### config.mk
export PLATFORM = sky130hd
export DESIGN_NAME = stx_etx_lrc_frame_receiver_core
export DESIGN_NICKNAME = d
export VERILOG_FILES = /design/src/sv/slrx_pkg.sv /design/src/sv/slrx_cfg_regs.sv /design/src/sv/slrx_in_stage.sv /design/src/sv/slrx_proto.sv /design/src/sv/stx_etx_lrc_frame_receiver_core.sv
export SDC_FILE = /design/constraint.sdc
export NUM_CORES = 1
export LEC_CHECK = 0
export BUFFER_PORTS_ARGS = -buffer_cell sky130_fd_sc_hd__buf_2
export CELL_PAD_IN_SITES_DETAIL_PLACEMENT = 1
export CELL_PAD_IN_SITES_GLOBAL_PLACEMENT = 1
export CORE_MARGIN = 2
export CORE_UTILIZATION = 40
export DETAILED_ROUTE_END_ITERATION = 10
export GPL_TIMING_DRIVEN = 0
export PLACE_DENSITY = 0.75
export SLEW_MARGIN = 20
export SYNTH_ARGS = -nofsm -noshare
export SYNTH_HDL_FRONTEND = slang
export SYNTH_SLANG_ARGS = --single-unit
export TNS_END_PERCENT = 50
### constraint.sdc
create_clock -name clk_i -period 4.5 [get_ports clk_i]
set_input_delay 0.9 -clock clk_i [delete_from_list [all_inputs] [get_ports clk_i]]
set_output_delay 0.9 -clock clk_i [all_outputs]
set_load 0.01 [all_outputs]
### src/sv/slrx_pkg.sv
package slrx_pkg;

  localparam int unsigned LEN_W      = 12;
  localparam int unsigned CODE_W     = 16;
  localparam int unsigned RETRY_W    = 5;
  localparam int unsigned MAXRETRY_W = 4;
  localparam int unsigned TICK_W     = 32;
  localparam int unsigned CFG_IDX_W  = 3;
  localparam int unsigned CFG_DATA_W = 32;

  localparam logic [7:0] CH_STX = 8'h02;
  localparam logic [7:0] CH_ETX = 8'h03;
  localparam logic [7:0] CH_ACK = 8'h06;
  localparam logic [7:0] CH_NAK = 8'h15;
  localparam logic [7:0] CH_Q   = 8'h51;

  // body offsets that carry the transaction code
  localparam logic [LEN_W-1:0] CODE_HI_OFF = LEN_W'(8);
  localparam logic [LEN_W-1:0] CODE_LO_OFF = LEN_W'(9);

  typedef enum logic [2:0] {
    PH_IDLE = 3'd0,
    PH_HUNT = 3'd1,
    PH_BODY = 3'd2,
    PH_ETX  = 3'd3,
    PH_LRC  = 3'd4,
    PH_DONE = 3'd5
  } phase_e;

  typedef enum logic [1:0] {
    CMD_START = 2'd0,
    CMD_BYTE  = 2'd1,
    CMD_TICK  = 2'd2
  } cmd_e;

  typedef enum logic [2:0] {
    EV_NONE      = 3'd0,
    EV_FRAME_OK  = 3'd1,
    EV_LRC_RETRY = 3'd2,
    EV_GIVE_UP   = 3'd3,
    EV_TIMEOUT   = 3'd4,
    EV_NO_ETX    = 3'd5
  } event_e;

  typedef enum logic [1:0] {
    KIND_NORMAL  = 2'd0,
    KIND_QR      = 2'd1,
    KIND_INVOICE = 2'd2
  } kind_e;

  typedef enum logic [CFG_IDX_W-1:0] {
    REG_NORMAL_SIZE   = 3'd0,
    REG_QR_SIZE       = 3'd1,
    REG_INVOICE_SIZE  = 3'd2,
    REG_INVOICE_CODE  = 3'd3,
    REG_MAX_RETRIES   = 3'd4,
    REG_TIMEOUT_TICKS = 3'd5,
    REG_NO_ACK        = 3'd6
  } cfg_idx_e;

  typedef struct packed {
    logic [LEN_W-1:0]      normal_size;
    logic [LEN_W-1:0]      qr_size;
    logic [LEN_W-1:0]      invoice_size;
    logic [CODE_W-1:0]     invoice_code;
    logic [MAXRETRY_W-1:0] max_retries;
    logic [TICK_W-1:0]     timeout_ticks;
    logic                  no_ack;
  } cfg_t;

  typedef struct packed {
    logic [1:0] command;
    logic [7:0] rx_byte;
  } item_t;

  typedef struct packed {
    logic       data_valid;
    logic [7:0] data_byte;
    event_e     event_res;
    logic       reply_valid;
    logic [7:0] reply_byte;
    kind_e      frame_kind;
  } result_t;

endpackage

### src/sv/slrx_cfg_regs.sv
module slrx_cfg_regs (
  input  logic                             clk_i,
  input  logic                             rst_ni,
  input  logic                             we_i,
  input  logic [slrx_pkg::CFG_IDX_W-1:0]   idx_i,
  input  logic [slrx_pkg::CFG_DATA_W-1:0]  wdata_i,
  output slrx_pkg::cfg_t                   cfg_o
);
  import slrx_pkg::*;

  cfg_t cfg_q, cfg_d;

  always_comb begin
    cfg_d = cfg_q;
    if (we_i) begin
      case (cfg_idx_e'(idx_i))
        REG_NORMAL_SIZE:   cfg_d.normal_size   = wdata_i[LEN_W-1:0];
        REG_QR_SIZE:       cfg_d.qr_size       = wdata_i[LEN_W-1:0];
        REG_INVOICE_SIZE:  cfg_d.invoice_size  = wdata_i[LEN_W-1:0];
        REG_INVOICE_CODE:  cfg_d.invoice_code  = wdata_i[CODE_W-1:0];
        REG_MAX_RETRIES:   cfg_d.max_retries   = wdata_i[MAXRETRY_W-1:0];
        REG_TIMEOUT_TICKS: cfg_d.timeout_ticks = wdata_i[TICK_W-1:0];
        REG_NO_ACK:        cfg_d.no_ack        = wdata_i[0];
        default:           cfg_d = cfg_q;
      endcase
    end
  end

  always_ff @(posedge clk_i or negedge rst_ni) begin
    if (!rst_ni) begin
      cfg_q.normal_size   <= LEN_W'(400);
      cfg_q.qr_size       <= LEN_W'(1000);
      cfg_q.invoice_size  <= LEN_W'(2044);
      cfg_q.invoice_code  <= CODE_W'(16'h3633); // ASCII "63"
      cfg_q.max_retries   <= MAXRETRY_W'(3);
      cfg_q.timeout_ticks <= TICK_W'(1000);
      cfg_q.no_ack        <= 1'b0;
    end else begin
      cfg_q <= cfg_d;
    end
  end

  assign cfg_o = cfg_q;

endmodule

### src/sv/slrx_in_stage.sv
module slrx_in_stage (
  input  logic          clk_i,
  input  logic          rst_ni,
  input  logic          s_axis_tvalid_i,
  output logic          s_axis_tready_o,
  input  logic [7:0]    s_axis_tdata_i,  // [7:0] rx_byte
  input  logic [1:0]    s_axis_tuser_i,  // [1:0] command
  input  logic          take_i,
  output logic          valid_o,
  output slrx_pkg::item_t item_o
);
  import slrx_pkg::*;

  logic  in_v_q, in_v_d;
  item_t item_q;
  logic  accept;

  assign s_axis_tready_o = !in_v_q || take_i;
  assign accept          = s_axis_tvalid_i && s_axis_tready_o;

  always_comb begin
    in_v_d = in_v_q;
    if (accept) begin
      in_v_d = 1'b1;
    end else if (take_i) begin
      in_v_d = 1'b0;
    end
  end

  always_ff @(posedge clk_i or negedge rst_ni) begin
    if (!rst_ni) begin
      in_v_q <= 1'b0;
    end else begin
      in_v_q <= in_v_d;
    end
  end

  // payload, no reset
  always_ff @(posedge clk_i) begin
    if (accept) begin
      item_q.command <= s_axis_tuser_i;
      item_q.rx_byte <= s_axis_tdata_i;
    end
  end

  assign valid_o = in_v_q;
  assign item_o  = item_q;

endmodule

### src/sv/slrx_proto.sv
module slrx_proto (
  input  logic              clk_i,
  input  logic              rst_ni,
  input  slrx_pkg::cfg_t    cfg_i,
  input  logic              step_i,
  input  slrx_pkg::item_t   item_i,
  output slrx_pkg::result_t res_o
);
  import slrx_pkg::*;

  phase_e                 phase_q, phase_d;
  logic [LEN_W-1:0]       byte_cnt_q, byte_cnt_d;
  logic [7:0]             lrc_q, lrc_d;
  logic [LEN_W-1:0]       body_len_q, body_len_d;
  kind_e                  kind_q, kind_d;
  logic                   decided_q, decided_d;
  logic [7:0]             code_hi_q, code_hi_d;
  logic [RETRY_W-1:0]     retry_q, retry_d;
  logic [TICK_W-1:0]      tick_q, tick_d;

  logic                   active;
  logic [7:0]             rx;
  logic [TICK_W-1:0]      tick_inc;
  logic [LEN_W-1:0]       cnt_inc;
  logic [LEN_W-1:0]       len_n;
  logic [RETRY_W-1:0]     retry_inc;
  result_t                res;

  assign rx        = item_i.rx_byte;
  assign active    = (phase_q == PH_HUNT) || (phase_q == PH_BODY) ||
                     (phase_q == PH_ETX)  || (phase_q == PH_LRC);
  assign tick_inc  = (tick_q == '1) ? tick_q : tick_q + TICK_W'(1);
  assign cnt_inc   = byte_cnt_q + LEN_W'(1);
  assign retry_inc = retry_q + RETRY_W'(1);

  always_comb begin
    phase_d    = phase_q;
    byte_cnt_d = byte_cnt_q;
    lrc_d      = lrc_q;
    body_len_d = body_len_q;
    kind_d     = kind_q;
    decided_d  = decided_q;
    code_hi_d  = code_hi_q;
    retry_d    = retry_q;
    tick_d     = tick_q;
    len_n      = body_len_q;

    res             = '0;
    res.event_res   = EV_NONE;

    case (cmd_e'(item_i.command))
      CMD_START: begin
        retry_d    = '0;
        tick_d     = '0;
        byte_cnt_d = '0;
        lrc_d      = '0;
        body_len_d = cfg_i.normal_size;
        kind_d     = KIND_NORMAL;
        decided_d  = 1'b0;
        code_hi_d  = '0;
        phase_d    = PH_HUNT;
      end
      CMD_TICK: begin
        if (active) begin
          tick_d = tick_inc;
          if (tick_inc >= cfg_i.timeout_ticks) begin
            res.event_res = EV_TIMEOUT;
            phase_d       = PH_DONE;
          end
        end
      end
      CMD_BYTE: begin
        if (active) begin
          case (phase_q)
            PH_HUNT: begin
              if (rx == CH_STX) begin
                // each frame restarts length detection
                byte_cnt_d = '0;
                lrc_d      = '0;
                body_len_d = cfg_i.normal_size;
                kind_d     = KIND_NORMAL;
                decided_d  = 1'b0;
                code_hi_d  = '0;
                phase_d    = (cfg_i.normal_size == '0) ? PH_ETX : PH_BODY;
              end
            end
            PH_BODY: begin
              res.data_valid = 1'b1;
              res.data_byte  = rx;
              lrc_d          = lrc_q ^ rx;
              if (byte_cnt_q == '0 && !decided_q && rx == CH_Q) begin
                decided_d = 1'b1;
                kind_d    = KIND_QR;
                len_n     = cfg_i.qr_size;
              end else if (byte_cnt_q == CODE_HI_OFF) begin
                code_hi_d = rx;
              end else if (byte_cnt_q == CODE_LO_OFF && !decided_q &&
                           {code_hi_q, rx} == cfg_i.invoice_code) begin
                decided_d = 1'b1;
                kind_d    = KIND_INVOICE;
                len_n     = cfg_i.invoice_size;
              end
              body_len_d = len_n;
              byte_cnt_d = cnt_inc;
              // a length that shrinks below the count ends the body at once
              if (cnt_inc >= len_n) begin
                phase_d = PH_ETX;
              end
            end
            PH_ETX: begin
              if (rx == CH_ETX) begin
                lrc_d   = lrc_q ^ CH_ETX;
                phase_d = PH_LRC;
              end else begin
                res.event_res = EV_NO_ETX;
                phase_d       = PH_HUNT;
              end
            end
            PH_LRC: begin
              if (rx == lrc_q) begin
                res.event_res = EV_FRAME_OK;
                if (!cfg_i.no_ack) begin
                  res.reply_valid = 1'b1;
                  res.reply_byte  = CH_ACK;
                end
                phase_d = PH_DONE;
              end else begin
                res.reply_valid = 1'b1;
                res.reply_byte  = CH_NAK;
                retry_d         = retry_inc;
                if (retry_inc > {1'b0, cfg_i.max_retries}) begin
                  res.event_res = EV_GIVE_UP;
                  phase_d       = PH_DONE;
                end else begin
                  res.event_res = EV_LRC_RETRY;
                  phase_d       = PH_HUNT;
                end
              end
            end
            default: phase_d = phase_q;
          endcase
        end
      end
      default: phase_d = phase_q;
    endcase

    res.frame_kind = kind_d;
  end

  always_ff @(posedge clk_i or negedge rst_ni) begin
    if (!rst_ni) begin
      phase_q    <= PH_IDLE;
      byte_cnt_q <= '0;
      lrc_q      <= '0;
      body_len_q <= LEN_W'(400);
      kind_q     <= KIND_NORMAL;
      decided_q  <= 1'b0;
      code_hi_q  <= '0;
      retry_q    <= '0;
      tick_q     <= '0;
    end else if (step_i) begin
      phase_q    <= phase_d;
      byte_cnt_q <= byte_cnt_d;
      lrc_q      <= lrc_d;
      body_len_q <= body_len_d;
      kind_q     <= kind_d;
      decided_q  <= decided_d;
      code_hi_q  <= code_hi_d;
      retry_q    <= retry_d;
      tick_q     <= tick_d;
    end
  end

  assign res_o = res;

  a_body_excl: assert property (@(posedge clk_i) disable iff (!rst_ni)
    res.data_valid |-> (res.event_res == EV_NONE) && !res.reply_valid)
    else $error("body beat carries an event or reply");

  a_reply_code: assert property (@(posedge clk_i) disable iff (!rst_ni)
    res.reply_valid |-> (res.reply_byte == CH_ACK) || (res.reply_byte == CH_NAK))
    else $error("reply code is neither ACK nor NAK");

  a_body_count: assert property (@(posedge clk_i) disable iff (!rst_ni)
    (phase_q == PH_BODY) |-> (byte_cnt_q < body_len_q))
    else $error("byte count ran past body length");

  a_ok_ends: assert property (@(posedge clk_i) disable iff (!rst_ni)
    step_i && (res.event_res == EV_FRAME_OK) |=> (phase_q == PH_DONE))
    else $error("good frame did not close the session");

endmodule

### src/sv/stx_etx_lrc_frame_receiver_core.sv
// Pipeline: a beat accepted on the slave side passes the input register, then the frame
//   logic into the result register, which offers its result on the master side.
// Throughput: one beat per cycle; the input register frees as the result register loads,
//   so back pressure from the master side stalls the slave side only when both are full.
// Reset: rst_ni is asynchronous, active low; it empties both registers, puts the session
//   idle until a start command and loads the configuration registers with their defaults.
module stx_etx_lrc_frame_receiver_core (
  input  logic                            clk_i,
  input  logic                            rst_ni,
  // configuration write port
  input  logic                            cfg_we_i,
  input  logic [slrx_pkg::CFG_IDX_W-1:0]  cfg_idx_i,
  input  logic [slrx_pkg::CFG_DATA_W-1:0] cfg_wdata_i,
  // slave side
  input  logic                            s_axis_tvalid_i,
  output logic                            s_axis_tready_o,
  input  logic [7:0]                      s_axis_tdata_i,  // [7:0] rx_byte
  input  logic [1:0]                      s_axis_tuser_i,  // [1:0] command
  // master side
  output logic                            m_axis_tvalid_o,
  input  logic                            m_axis_tready_i,
  output logic [23:0]                     m_axis_tdata_o,  // [7:0] data_byte, [10:8] event_res,
                                                           // [18:11] reply_byte, [23:19] zero
  output logic [3:0]                      m_axis_tuser_o   // [0] data_valid, [1] reply_valid,
                                                           // [3:2] frame_kind
);
  import slrx_pkg::*;

  cfg_t    cfg;
  item_t   item;
  logic    in_valid;
  logic    advance;
  result_t res;
  result_t res_q;
  logic    out_v_q, out_v_d;

  slrx_cfg_regs u_cfg (
    .clk_i   (clk_i),
    .rst_ni  (rst_ni),
    .we_i    (cfg_we_i),
    .idx_i   (cfg_idx_i),
    .wdata_i (cfg_wdata_i),
    .cfg_o   (cfg)
  );

  slrx_in_stage u_in (
    .clk_i           (clk_i),
    .rst_ni          (rst_ni),
    .s_axis_tvalid_i (s_axis_tvalid_i),
    .s_axis_tready_o (s_axis_tready_o),
    .s_axis_tdata_i  (s_axis_tdata_i),
    .s_axis_tuser_i  (s_axis_tuser_i),
    .take_i          (advance),
    .valid_o         (in_valid),
    .item_o          (item)
  );

  // the frame state moves only when its result has somewhere to go
  assign advance = in_valid && (!out_v_q || m_axis_tready_i);

  slrx_proto u_proto (
    .clk_i  (clk_i),
    .rst_ni (rst_ni),
    .cfg_i  (cfg),
    .step_i (advance),
    .item_i (item),
    .res_o  (res)
  );

  always_comb begin
    out_v_d = out_v_q;
    if (advance) begin
      out_v_d = 1'b1;
    end else if (m_axis_tready_i) begin
      out_v_d = 1'b0;
    end
  end

  always_ff @(posedge clk_i or negedge rst_ni) begin
    if (!rst_ni) begin
      out_v_q <= 1'b0;
    end else begin
      out_v_q <= out_v_d;
    end
  end

  // result payload, no reset
  always_ff @(posedge clk_i) begin
    if (advance) begin
      res_q <= res;
    end
  end

  assign m_axis_tvalid_o = out_v_q;
  assign m_axis_tdata_o  = {5'b0, res_q.reply_byte, res_q.event_res, res_q.data_byte};
  assign m_axis_tuser_o  = {res_q.frame_kind, res_q.reply_valid, res_q.data_valid};

endmodule

==> run summary, run 1 <==
Synth warnings - 0
Least-Margin Pin Slew - 0.891 ns
Antenna viol nets, final - 0
Top delay family on crit path - simple AND/OR/NAND/NOR gates
Area share of fa/ha/maj cells after synthesis - 0.0632
Total power - 5510 uW
Synth Area per Inst - 10.3 sq um
Largest net degree at the start of global routing - 75
Setup Buffers After CTS - 0
Commonest non-fill, non-tap cells in the layout - 137 x dfrtp_1, 93 x mux2_2, 90 x nand2_1
GP Congestion - 0.817
Post-synthesis simple-gate area fraction - 0.143
Chip width - 172 microns
Initial core utilization - 0.406
Total grt overflow - 0
Avg WL per Cell - 20.0 microns
Core area - 0.0278 sq mm
Final HPWL DP - 23100 microns
Synth-to-Final Area Change - 15.8%
Post-synthesis compound-gate area fraction - 0.131
CP max stage delay - 0.56 ns
Initial DRC Count - 437
GRT Total Usage - 0.222
CTS Buf Count - 24
Switching share of power - 0.295
Vias in the first global route - 9350
FMAX - 0.230 GHz
Most frequent CP cell - a21o_1
Status - finished, final reports clean
NetSw - 1620 uW
CP endpoint kind - flip-flop
Final #Nets - 1309
Commonest register cell after synthesis - dfrtp_1
Layout cells sized above 1 - 0.227
Core Util, Final - 0.470
Internal power - 3880 uW
Post-synth EDFFs - 27
IO Port Bufs - 69
Crit path buf inv count - 0
Worst slew margin - 0.404
Clock root buffer - clkbuf_16
Slowest CP cell - or4_4
Routed WL - 31900 microns
Seq/Total Area, Yosys - 0.462
Number of max-cap violations - 0
Synth Area in XOR/XNOR - 0.0528
Yosys cell types - 69
Min Tclk post-route - 4.34 ns
Drt pass-1 iters - 4
Part of the power in the clock network - 0.358
Period utilization - 0.965
PD cells - 422 mW/mm^2
Final Hold Fails - 0
Seq cells post-synth - 201
Post-Syn Area - 0.0113 sq mm
RSZ-0062 raised after global routing - false
First-pass GRT wire length - 51200 microns
Cell row count - 61
Worst path arrival time - 4.76 ns
Worst-path fanout max - 5
Clock buffer depth - 3
Leakage - 0.00594 uW
Placed cells - 1554
Worst reg2reg path depth - 14
Vias per Instance - 5.46
Ys async rst share - 0.866
Area contributors post-synth - dfrtp_1 30%, mux2_2 9.3%, dfstp_2 8.6%
CTS tree - yes
Final setup fails - 0
Clk_lat worst skew - 0.53 ns
I/O pin count - 80
Worst Skew - 0.0230 ns
Diodes inserted - 0
Post-Layout Cell Count - 1598
Crit start category - flip-flop
Share of the synthesized area in the top cell type - 0.304
Slew Limit Fails - 0
Fraction of synthesized area in multiplexers - 0.104
Comb power frac - 0.208
Stages on the worst setup path - 14
Clock net sink count - 201
Worst EP required - 4.92 ns
Seq pwr share - 0.433
Peak VDD IR - 0.266 mV
Die area - 0.0295 sq mm
Commonest non-fill, non-tap cell in the layout - dfrtp_1
Clk slew on worst S/H paths - 0.06 ns
Fillcell total - 3152
Crit-path cells - or4_4, nor4_4, and4_4, nand3_2, mux2i_1, a21o_1, ha_1, a21o_1, a211oi_1, a211o_1, or3_1, a31oi_4, and3_1, mux2_2
Hold buffers post-CTS - 0
CP Class - flip-flop to flip-flop
Initial antenna violation count - 0
DRC errors left - 0
Routed via count - 8721
Die H - 172 microns
Post-synth top area cell - dfrtp_1
Syn Inst Count - 1097
Largest family of logic cells by synthesized area - simple AND/OR/NAND/NOR gates
Min-delay worst type - primary input to async pin
H-tree depth - 1
[worst paths after layout]
path / from / end / slack, ns
min: rst_ni / u_cfg.cfg_o[22] / 0.25
max in group asynchronous: rst_ni / u_cfg.cfg_o[61] / 3.18
max reg2reg: u_proto.byte_cnt_q[10] / u_proto.phase_q[2] / 0.16
min reg2reg: u_proto.kind_q[0] / u_proto.kind_q[0] / 0.49
max: u_proto.byte_cnt_q[10] / u_proto.phase_q[2] / 0.16
min in group clk_i: u_proto.kind_q[0] / u_proto.kind_q[0] / 0.49
[what timing repair did]
action                                  CTS  global route
resized for setup                         3             9
gates cloned                              0             0
pin swaps                                 0             1
endpoints found under the setup margin    2             4
[synth_stat cells (all sizes together) (9+ instances only)]
| master | instances |
|---|---|
| dfrtp | 137 |
| mux2 | 93 |
| nand2 | 90 |
| o21ai | 77 |
| nor2 | 71 |
| ha | 57 |
| a21oi | 56 |
| inv | 52 |
| clkbuf | 44 |
| xnor2 | 39 |
| dfstp | 37 |
| nand3 | 35 |
| xor2 | 29 |
| a21o | 28 |
| edfxtp | 27 |
| buf | 19 |
| nand4 | 18 |
| nor3 | 18 |
| and2 | 16 |
| a211o | 14 |
| and3 | 13 |
| mux2i | 12 |
| nor4 | 12 |
| o31ai | 12 |
| a31oi | 11 |
| nand2b | 9 |
| or3 | 9 |
[per-stage QoR]
step | area, sq um | hold WS, ns | setup TNS, ns | setup slack, ns
floorplan | 11300 | 0.450 | 0 | 0.717
global placement | 12100 | 0.462 | -53.17 | -0.419
detailed placement | 12200 | 0.473 | -0.142 | -0.0893
CTS | 13000 | 0.262 | 0 | 0.0530
global route | 13100 | 0.272 | 0 | 0.00684
finish | 13100 | 0.254 | 0 | 0.156
[cell type report]
type	instances	area [sq um]	area share
Sequential cell	201	5210	0.399
Clock buffer	35	692	0.0530
Tap cell	378	473	0.0362
Buffer	63	299	0.0229
Timing Repair Buffer	71	410	0.0314
Inverter	52	195	0.0150
Clock inverter	9	109	0.00834
Multi-Input combinational cell	789	5660	0.434
[logic make-up (layout without fill, tap and decap cells)]
logic type                 Yosys count  count (layout)
AOI/OAI and AO/OA                  232             232
xor gates and xnor gates            68              68
adders and majority gates           57              57
buffers and inverters              115             230
DFF                                201             201
muxes                              105             105
other                                1               9
and+or+nand+nor                    318             318
[registers in the layout, indices dropped and copies added, names as in the netlist]
name                cells
m_axis_tvalid_o         1
u_proto.kind_q          2
m_axis_tuser_o          3
u_proto.decided_q       1
u_proto.tick_q         32
u_in.item_o            10
u_proto.code_hi_q       8
m_axis_tdata_o         14
u_proto.lrc_q           8
u_proto.byte_cnt_q     12
u_in.valid_o            1
u_cfg.cfg_o            89
u_proto.retry_q         5
u_proto.body_len_q     12
u_proto.phase_q         3
[power by group through the flow]
| stage | combinational (uW) | clock [uW] | sequential (uW) |
|---|---|---|---|
| after floorplan | 791 | 0 | 2350 |
| after global placement | 1070 | 0 | 2390 |
| after detailed placement | 1130 | 0 | 2410 |
| after CTS | 1150 | 2020 | 2390 |
| after global routing | 1290 | 2090 | 2420 |
| final | 1150 | 1970 | 2390 |
[metal layers]
metal,wire (microns),track usage,vias to the layer above
met5,0,0,-
met4,806,0.0603,0
met3,936,0.0282,52
met2,16100,0.405,132
met1,14000,0.278,4434
li1,-,-,4103
(Power assumes the default switching activity.)
==> run 2, diff against run 1 <==
--- a/config.mk
+++ b/config.mk
@@ -9,10 +9,10 @@
 export CELL_PAD_IN_SITES_DETAIL_PLACEMENT = 1
 export CELL_PAD_IN_SITES_GLOBAL_PLACEMENT = 1
 export CORE_MARGIN = 2
-export CORE_UTILIZATION = 40
+export CORE_UTILIZATION = 48
 export DETAILED_ROUTE_END_ITERATION = 10
 export GPL_TIMING_DRIVEN = 0
-export PLACE_DENSITY = 0.75
+export PLACE_DENSITY = 0.86
 export SLEW_MARGIN = 20
 export SYNTH_ARGS = -nofsm -noshare
 export SYNTH_HDL_FRONTEND = slang
==> run summary, run 2 (synthesis results as in run 1) <==
Final #Nets - 1307 (-0.15%)
Drt pass-1 iters - 4 (unchanged)
Routed WL - 34100 microns (+6.6%)
CP max stage delay - 0.55 ns (about the same)
Commonest non-fill, non-tap cell in the layout - dfrtp_1
Worst Skew - 0.0303 ns (+0.00734 ns)
Worst slew margin - 0.372 (-0.0316)
I/O pin count - 80 (unchanged)
Die H - 157 microns (-8.5%)
Largest net degree at the start of global routing - 86 (+15%)
# resized after CTS - 1 (-2)
CP endpoint kind - flip-flop
Clk_lat worst skew - 0.55 ns (+0.02 ns)
H-tree depth - 1 (unchanged)
Least-Margin Pin Slew - 0.940 ns (+0.0487 ns)
Cell row count - 56 (-8.2%)
Peak VDD IR - 0.322 mV (+21%)
Setup Buffers After CTS - 0 (unchanged)
IO Port Bufs - 69 (unchanged)
Worst path arrival time - 4.87 ns (+0.11 ns)
Leakage - 0.00594 uW (+0.10%)
GRT Total Usage - 0.282 (+0.0595)
Initial core utilization - 0.485 (+0.0789)
Total grt overflow - 0 (unchanged)
Top delay family on crit path - simple AND/OR/NAND/NOR gates
Max reg flops - 89 (unchanged)
GP Congestion - 0.848 (+3.9%)
Clk slew on worst S/H paths - 0.06 ns (about the same)
Layout cells sized above 1 - 0.228 (+0.000560)
Worst-path fanout max - 6 (+1)
Min-delay worst type - primary input to async pin
Worst hold slack - 0.217 ns (-0.0370 ns)
Status - finished, final reports clean
Final Hold Fails - 0 (unchanged)
Initial DRC Count - 525 (+20%)
First-pass GRT wire length - 54000 microns (+5.6%)
CTS Buf Count - 23 (-4.2%)
Clock net sink count - 201 (unchanged)
Post-Place Setup Slack - -0.0161 ns (+0.0732 ns)
Min Tclk post-route - 4.43 ns (+0.0886 ns)
CP Class - flip-flop to flip-flop
CTS tree - yes
Slew Limit Fails - 0 (unchanged)
Final setup fails - 0 (unchanged)
Crit path buf inv count - 0 (unchanged)
Period utilization - 0.985 (+0.0197)
DRC errors left - 0 (unchanged)
FMAX - 0.226 GHz (-2.0%)
Routed via count - 9144 (+4.9%)
Number of max-cap violations - 0 (unchanged)
Chip width - 157 microns (-8.5%)
Min setup slack post-route - 0.0672 ns (-0.0886 ns)
Synth-to-Final Area Change - 15.1%
Worst EP required - 4.94 ns (+0.02 ns)
Total power - 5640 uW (+2.4%)
Initial antenna violation count - 0 (unchanged)
Vias in the first global route - 9842 (+5.3%)
Most frequent CP cell - a21o_1
Die area - 0.0247 sq mm (-16%)
Crit-path cells - or4_4, nor4_4, and4_1, nand3_4, mux2i_1, a21o_1, ha_1, a21o_1, a211oi_1, a211o_1, or3_1, a31oi_2, and3_1, mux2_2
Vias per Instance - 5.95 (+9.1%)
Crit start category - flip-flop
Final HPWL DP - 23500 microns (+1.8%)
Clock root buffer - clkbuf_16
PD cells - 434 mW/mm^2 (+2.9%)
Slowest CP cell - or4_4
Clock buffer depth - 3 (unchanged)
Diodes inserted - 0 (unchanged)
Core area - 0.0233 sq mm (-16%)
Commonest non-fill, non-tap cells in the layout - 137 x dfrtp_1, 93 x mux2_2, 90 x nand2_1
Antenna viol nets, final - 0 (unchanged)
Avg WL per Cell - 22.2 microns (+11%)
Core Util, Final - 0.558 (+0.0881)
R2R Setup Slk - 0.07 ns (-0.09 ns)
Hold buffers post-CTS - 0 (unchanged)
[run 2: metal layers]
| metal | global-route usage | routed length [microns] | vias to the layer above |
|---|---|---|---|
| li1 | - | - | 4102 |
| met1 | 0.344 | 13700 | 4677 |
| met2 | 0.494 | 17100 | 270 |
| met3 | 0.0402 | 1690 | 95 |
| met4 | 0.130 | 1560 | 0 |
| met5 | 0 | 0 | - |
[run 2: metrics by stage]
stage	area (sq um)	setup TNS, ns	cells
4_1_cts	12900	0	1537
3_5_place_dp	12100	-0.0161	1495
3_3_place_gp	12100	-43.78	1493
5_1_grt	13000	-0.0113	1536
6_report	13000	0	1536
2_1_floorplan	11300	0	1105
[run 2: layout make-up]
type	instances	area (sq um)
Sequential cell	201	5210
Multi-Input combinational cell	789	5660
Clock buffer	28	624
Clock inverter	14	185
Inverter	52	195
Tap cell	319	399
Buffer	62	295
Fill cell	2637	10300
Timing Repair Buffer	71	410
[run 2: worst paths after layout]
kind                            cells after the start                   from            endpoint
worst max-delay path                               14  u_proto.byte_cnt_q[5]  u_proto.phase_q[2]
worst min-delay path                                1                 rst_ni  u_proto.retry_q[1]
worst max register to register                     14  u_proto.byte_cnt_q[5]  u_proto.phase_q[2]
worst min register to register                      1           u_in.valid_o     m_axis_tvalid_o
max in group asynchronous                           3                 rst_ni      u_cfg.cfg_o[6]
min in group clk_i                                  1           u_in.valid_o     m_axis_tvalid_o
[run 2: report_power, final]
group          switching [uW]  total (uW)  internal (uW)
Clock                     825        2050           1220
Sequential                211        2400           2190
Combinational             677        1190            509
